==> config.mk <==
export PLATFORM = sky130hd
export DESIGN_NAME = crc_checked_command_deframer_core
export DESIGN_NICKNAME = d
export VERILOG_FILES = /design/src/rtl/core/ccd_pkg.sv /design/src/rtl/core/ccd_cfg_regs.sv /design/src/rtl/core/ccd_parser.sv /design/src/rtl/core/crc_checked_command_deframer_core.sv
export SDC_FILE = /design/constraint.sdc
export NUM_CORES = 1
export LEC_CHECK = 0
export ABC_AREA = 1
export BUFFER_PORTS_ARGS = -buffer_cell sky130_fd_sc_hd__buf_2
export CORE_UTILIZATION = 53
export DETAILED_ROUTE_END_ITERATION = 10
export PLACE_DENSITY = 0.76
export SLEW_MARGIN = 20
export SYNTH_ARGS = -nofsm -noshare
export SYNTH_HDL_FRONTEND = slang
export SYNTH_SLANG_ARGS = --single-unit
==> constraint.sdc <==
create_clock -name clk -period 1.4 [get_ports clk]
set_input_delay 0.07 -clock clk [delete_from_list [all_inputs] [get_ports clk]]
set_output_delay 0.07 -clock clk [all_outputs]
set_load 0.01 [all_outputs]
==> src/rtl/core/ccd_pkg.sv <==
`default_nettype none

package ccd_pkg;

    localparam int unsigned BYTE_W  = 8;
    localparam int unsigned CRC_W   = 16;
    localparam int unsigned HALF_W  = 7;
    localparam int unsigned OUT_W   = 16;

    localparam logic [BYTE_W-1:0] RESET_SYNC_FIRST  = 8'hCC;
    localparam logic [BYTE_W-1:0] RESET_SYNC_SECOND = 8'hBA;
    localparam logic [CRC_W-1:0]  CRC_POLY          = 16'h1021;
    localparam logic [CRC_W-1:0]  CHECK_MASK        = 16'h3FFF;

    // configuration register indexes
    localparam logic CFG_SYNC_FIRST  = 1'b0;
    localparam logic CFG_SYNC_SECOND = 1'b1;

    typedef enum logic [1:0] {
        PH_HUNT  = 2'd0,
        PH_SYNC2 = 2'd1,
        PH_CMD   = 2'd2,
        PH_CHECK = 2'd3
    } phase_t;

    typedef struct packed {
        logic              frame_ok;
        logic [BYTE_W-1:0] command;
        logic              frame_error;
    } result_t;

    typedef struct packed {
        logic [BYTE_W-1:0] sync_first;
        logic [BYTE_W-1:0] sync_second;
    } sync_cfg_t;

    // crc-16 0x1021, msb first, one byte folded in
    function automatic logic [CRC_W-1:0] crc_byte(input logic [CRC_W-1:0] crc,
                                                  input logic [BYTE_W-1:0] b);
        logic [CRC_W-1:0] c;
        begin
            c = crc ^ {b, 8'h00};
            for (int k = 0; k < 8; k++)
            begin
                if (c[CRC_W-1])
                    c = {c[CRC_W-2:0], 1'b0} ^ CRC_POLY;
                else
                    c = {c[CRC_W-2:0], 1'b0};
            end
            return c;
        end
    endfunction

endpackage

`default_nettype wire

==> src/rtl/core/ccd_cfg_regs.sv <==
`default_nettype none

module ccd_cfg_regs (
    input  wire logic                       clk,
    input  wire logic                       rst_n,
    input  wire logic                       cfg_we,
    input  wire logic                       cfg_index,
    input  wire logic [ccd_pkg::BYTE_W-1:0] cfg_data,
    output ccd_pkg::sync_cfg_t              cfg
);

    ccd_pkg::sync_cfg_t cfg_reg;
    ccd_pkg::sync_cfg_t cfg_next;

    always_comb
    begin
        cfg_next = cfg_reg;
        if (cfg_we)
        begin
            unique case (cfg_index)
                ccd_pkg::CFG_SYNC_FIRST:  cfg_next.sync_first  = cfg_data;
                ccd_pkg::CFG_SYNC_SECOND: cfg_next.sync_second = cfg_data;
                default:                  cfg_next = cfg_reg;
            endcase
        end
    end

    always_ff @(posedge clk or negedge rst_n)
    begin
        if (!rst_n)
        begin
            cfg_reg.sync_first  <= ccd_pkg::RESET_SYNC_FIRST;
            cfg_reg.sync_second <= ccd_pkg::RESET_SYNC_SECOND;
        end
        else
        begin
            cfg_reg <= cfg_next;
        end
    end

    assign cfg = cfg_reg;

endmodule

`default_nettype wire

==> src/rtl/core/ccd_parser.sv <==
`default_nettype none

module ccd_parser (
    input  wire logic                       clk,
    input  wire logic                       rst_n,
    input  wire logic                       step,
    input  wire logic [ccd_pkg::BYTE_W-1:0] rx_byte,
    input  ccd_pkg::sync_cfg_t              cfg,
    output ccd_pkg::result_t                result
);

    ccd_pkg::phase_t               phase_reg, phase_next;
    logic [ccd_pkg::CRC_W-1:0]     crc_reg, crc_next;
    logic [ccd_pkg::BYTE_W-1:0]    cmd_reg, cmd_next;
    logic                          low_ok_reg, low_ok_next;
    logic [ccd_pkg::CRC_W-1:0]     crc_in;
    logic [ccd_pkg::CRC_W-1:0]     crc_step;
    logic [ccd_pkg::BYTE_W-1:0]    check_lo;
    logic [ccd_pkg::BYTE_W-1:0]    check_hi;

    // a new frame starts its crc from zero
    assign crc_in   = (phase_reg == ccd_pkg::PH_HUNT) ? '0 : crc_reg;
    assign crc_step = ccd_pkg::crc_byte(crc_in, rx_byte);
    assign check_lo = {1'b0, crc_reg[ccd_pkg::HALF_W-1:0]};
    assign check_hi = {1'b0, crc_reg[2*ccd_pkg::HALF_W-1:ccd_pkg::HALF_W]};

    always_comb
    begin
        phase_next  = phase_reg;
        crc_next    = crc_reg;
        cmd_next    = cmd_reg;
        low_ok_next = low_ok_reg;
        result      = '0;
        unique case (phase_reg)
            ccd_pkg::PH_HUNT:
            begin
                if (rx_byte == cfg.sync_first)
                begin
                    crc_next   = crc_step;
                    phase_next = ccd_pkg::PH_SYNC2;
                end
            end
            ccd_pkg::PH_SYNC2:
            begin
                if (rx_byte == cfg.sync_second)
                begin
                    crc_next   = crc_step;
                    phase_next = ccd_pkg::PH_CMD;
                end
                else
                begin
                    result.frame_error = 1'b1;
                    phase_next         = ccd_pkg::PH_HUNT;
                    low_ok_next        = 1'b0;
                end
            end
            ccd_pkg::PH_CMD:
            begin
                cmd_next    = rx_byte;
                crc_next    = crc_step & ccd_pkg::CHECK_MASK;
                low_ok_next = 1'b0;
                phase_next  = ccd_pkg::PH_CHECK;
            end
            ccd_pkg::PH_CHECK:
            begin
                if (!low_ok_reg && rx_byte == check_lo)
                begin
                    low_ok_next = 1'b1;
                end
                else if (low_ok_reg && rx_byte == check_hi)
                begin
                    result.frame_ok = 1'b1;
                    result.command  = cmd_reg;
                    phase_next      = ccd_pkg::PH_HUNT;
                    low_ok_next     = 1'b0;
                end
                else
                begin
                    // check byte mismatch, drop the frame and hunt again
                    result.frame_error = 1'b1;
                    phase_next         = ccd_pkg::PH_HUNT;
                    low_ok_next        = 1'b0;
                end
            end
            default:
            begin
                phase_next = ccd_pkg::PH_HUNT;
            end
        endcase
    end

    always_ff @(posedge clk or negedge rst_n)
    begin
        if (!rst_n)
        begin
            phase_reg  <= ccd_pkg::PH_HUNT;
            crc_reg    <= '0;
            cmd_reg    <= '0;
            low_ok_reg <= 1'b0;
        end
        else if (step)
        begin
            phase_reg  <= phase_next;
            crc_reg    <= crc_next;
            cmd_reg    <= cmd_next;
            low_ok_reg <= low_ok_next;
        end
    end

endmodule

`default_nettype wire

==> src/rtl/core/crc_checked_command_deframer_core.sv <==
// flow: each accepted byte waits in byte_reg; its result is then held in result_reg
// throughput: one byte per cycle while m_tready is high; the parser advances once per
// byte and the output register frees the input register whenever the result is taken
// reset (rst_n low, asynchronous): both stages empty, parser hunting for the first
// sync byte, sync registers at 0xcc and 0xba
`default_nettype none

module crc_checked_command_deframer_core (
    input  wire logic                       clk,
    input  wire logic                       rst_n,
    input  wire logic                       s_tvalid,
    output logic                            s_tready,
    input  wire logic [7:0]                 s_tdata,   // [7:0] rx_byte
    output logic                            m_tvalid,
    input  wire logic                       m_tready,
    output logic [ccd_pkg::OUT_W-1:0]       m_tdata,   // [0] frame_ok, [8:1] command,
                                                       // [9] frame_error, [15:10] zero
    input  wire logic                       cfg_we,
    input  wire logic                       cfg_index,
    input  wire logic [ccd_pkg::BYTE_W-1:0] cfg_data
);

    logic                       in_valid_reg, in_valid_next;
    logic [ccd_pkg::BYTE_W-1:0] byte_reg;
    logic                       out_valid_reg, out_valid_next;
    ccd_pkg::result_t           result_reg;
    ccd_pkg::result_t           result;
    ccd_pkg::sync_cfg_t         cfg;
    logic                       advance;
    logic                       s_fire;

    assign advance  = in_valid_reg && (!out_valid_reg || m_tready);
    assign s_tready = !in_valid_reg || advance;
    assign s_fire   = s_tvalid && s_tready;

    assign in_valid_next  = s_fire ? 1'b1 : (advance ? 1'b0 : in_valid_reg);
    assign out_valid_next = advance ? 1'b1 : (m_tready ? 1'b0 : out_valid_reg);

    ccd_cfg_regs u_cfg (
        .clk       (clk),
        .rst_n     (rst_n),
        .cfg_we    (cfg_we),
        .cfg_index (cfg_index),
        .cfg_data  (cfg_data),
        .cfg       (cfg)
    );

    ccd_parser u_parser (
        .clk     (clk),
        .rst_n   (rst_n),
        .step    (advance),
        .rx_byte (byte_reg),
        .cfg     (cfg),
        .result  (result)
    );

    always_ff @(posedge clk or negedge rst_n)
    begin
        if (!rst_n)
        begin
            in_valid_reg  <= 1'b0;
            out_valid_reg <= 1'b0;
        end
        else
        begin
            in_valid_reg  <= in_valid_next;
            out_valid_reg <= out_valid_next;
        end
    end

    always_ff @(posedge clk)
    begin
        if (s_fire)
        begin
            byte_reg <= s_tdata;
        end
        if (advance)
        begin
            result_reg <= result;
        end
    end

    assign m_tvalid = out_valid_reg;
    assign m_tdata  = {6'b0, result_reg.frame_error, result_reg.command,
                       result_reg.frame_ok};

endmodule

`default_nettype wire

==> run summary <==
First-pass GRT wire length: 15400 um
CTS tree: built
Crit path DAT: 1.94 ns
Max VDD drop: 0.00110 V
Worst hold path class: in -> async
Final Max Tran Viols: 0
Period utilisation layout: 123%
Power per standard cell area: 1610 nW/um2
Final net count: 629
Leakage: 2.55 nW
Layout area overhead: 37.8%
Initial core utilization: 55.5%
Number of DRC markers in iteration 0: 245
Row count: 29
Final hold viol count: 0
Initial antenna violation count: 0
Max Cap Violations: 0
CP most frequent cell: nor2_1
Max Freq: 580 MHz
Utilization after layout: 76.5%
Number of synthesis warnings: 0
Number of vias per cell: 5.25
Pin count of the biggest net entering global routing: 28
Die W: 84.0 um
Instance count of the mapped netlist: 475
Seq/Total Area, Yosys: 47.1%
Critical path capture point type: flop
Vias in the first global route: 3459
Critical path launch point type: flop
Share of cells above drive strength 1: 33.0%
Total track usage: 28.5%
Cells along the critical path: buf_4, inv_2, o22ai_1, nor2_1, nand2_1, nor2_4, nand3_4, nor2_1
Avg Cell Area, Syn: 7.51 um2
Failing checks: design-rule violations, negative setup slack
Core area: 6420 um2
Top delay family on crit path: simple AND/OR/NAND/NOR gates
Buf+Inv Stages, Crit Path: 2
Wire per inst: 14.5 um
Worst-Skew Late Latency: 0.35 ns
Clock skew: 0.0118 ns
Grt total ovfl: 0
Antenna diode count: 0
Slowest cell delay on critical path: 0.46 ns
CTS clk-pin slew, worst paths: 0.08 ns
Port bufs: 33
Final min period: 1.72 ns
Total Neg Setup Slack: -7.81 ns
Die Y: 84.0 um
Cts bufs inserted: 9
Routability cong.: 0.884
Clock sink total: 63
CTS root buf: clkbuf_8
Via count: 3614
H-tree depth: 3
WHS: 0.206 ns
Final setup fails: 29
Setup CP Type: reg -> reg
Worst endpoint required time: 1.61 ns
Outcome: finished with violations
Final WS setup: -0.325 ns
Drt drc: 6
DR pass1 iterations: 9
CP max-delay cell: edfxtp_1
Die Area: 7060 um2
Critical Path Fanout Max: 5
Synth cell types: 30
Pre-CTS WS: -0.228 ns
Clock Path Buffers: 2
Post-detail-place hpwl: 6360 um
Synthesized flop and latch total: 63
IO Count: 40
RSZ-0062 raised after global routing: yes
DRT Wirelength: 10000 um
Post-synthesis cell area: 3570 um2
Antenna Nets Post-Route: 0
[placed cells by master, fill, tap and decap left out, drive strengths merged, types with 5 or more instances in the layout]
cell and instances:
nand2 214, buf 110, inv 70, nor2 40, dfrtp 36, o21ai 30, nand3 23, dlygate4sd3 19
edfxtp 18, xnor2 11, clkbuf 9, dfstp 9, conb 6, o22ai 5
[power by group]
part	leakage [nW]	total [W]	switching, W	internal (W)
clock network	0.0883	0.00145	0.000791	0.000659
logic	1.74	0.00365	0.00207	0.00158
registers	0.720	0.00282	0.000425	0.00239
[cells by family after synthesis]
| logic type | after synthesis | synth area share, % |
|---|---|---|
| other | 1 | 0.105 |
| and+or+nand+nor | 275 | 32.7 |
| buffers and inverters | 85 | 11.3 |
| xor gates and xnor gates | 14 | 3.44 |
| DFF | 63 | 47.1 |
| AOI/OAI and AO/OA | 37 | 5.40 |
[cell usage after synthesis, drive strengths merged]
master / instances / area share [%]
conb: 1 / 0.11
dfrtp: 36 / 25
o21ai: 30 / 4.2
a21oi: 1 / 0.14
nand2: 213 / 24
nor3: 1 / 0.14
nand3: 21 / 3.6
xnor2: 11 / 2.7
clkbuf: 3 / 0.32
o22ai: 5 / 0.88
edfxtp: 18 / 15
xor2: 3 / 0.74
a31oi: 1 / 0.18
nor2: 39 / 5.1
inv: 68 / 7.3
nand4: 1 / 0.18
dfstp: 9 / 6.6
buf: 14 / 3.7
[final timing paths]
kind,startpoint,end,slack (ns),cells past startpoint
setup / recovery,byte_reg[2],m_tdata[5],-0.32,8
hold / removal,rst_n,u_parser.crc_reg[14],0.21,2
setup reg to reg,byte_reg[2],m_tdata[5],-0.32,8
hold reg to reg,u_parser.cmd_reg[7],u_parser.cmd_reg[7],0.50,2
max in group asynchronous,rst_n,u_cfg.cfg[5],0.59,3
min in group clk,cfg_we,u_cfg.cfg[10],0.28,4
[repair_timing]
item | 4_1_cts | 5_1_grt
hold endpoints to repair | 42 | 0
gates resized for setup | 14 | 39
setup endpoints to repair | 31 | 47
cloned | 3 | 1
hold buffers | 19 | 0
setup buffers | 9 | 15
pin swaps | 5 | 28
[layout make-up]
type                       instances  area (um2)
inverter                          68         264
multi-input combinational        336        1720
tap                               77        96.3
fill                             408        1510
sequential                        63        1680
clock inverter                     7        55.1
timing repair buffer             129         970
clock buffer                       9         124
[worst reg2reg max path, stage by stage, from the launching register on]
cell and delay, ns:
edfxtp_1 0.46, buf_4 0.19, inv_2 0.07, o22ai_1 0.07
nor2_1 0.17, nand2_1 0.12, nor2_4 0.23, nand3_4 0.15
nor2_1 0.12
[through the flow]
step	instance area, um2	cells	power, W
floorplan	3600	480	0.00469
global placement	4120	626	0.00566
detailed placement	4120	626	0.00576
CTS	4640	673	0.00743
global route	4910	689	0.00842
finish	4910	689	0.00792
[layer usage]
layer  vias to the layer above  share of wire, %  wire length, um  GRT usage [%]
met4                         0               4.4              442           14.9
met3                        44               6.3              635           5.84
li1                       1706                 -                -              -
met5                         -                 0                0              0
met2                       180                50             5060           50.1
met1                      1684                39             3890           32.6
No activity file was read; power rests on OpenSTA's default activity.
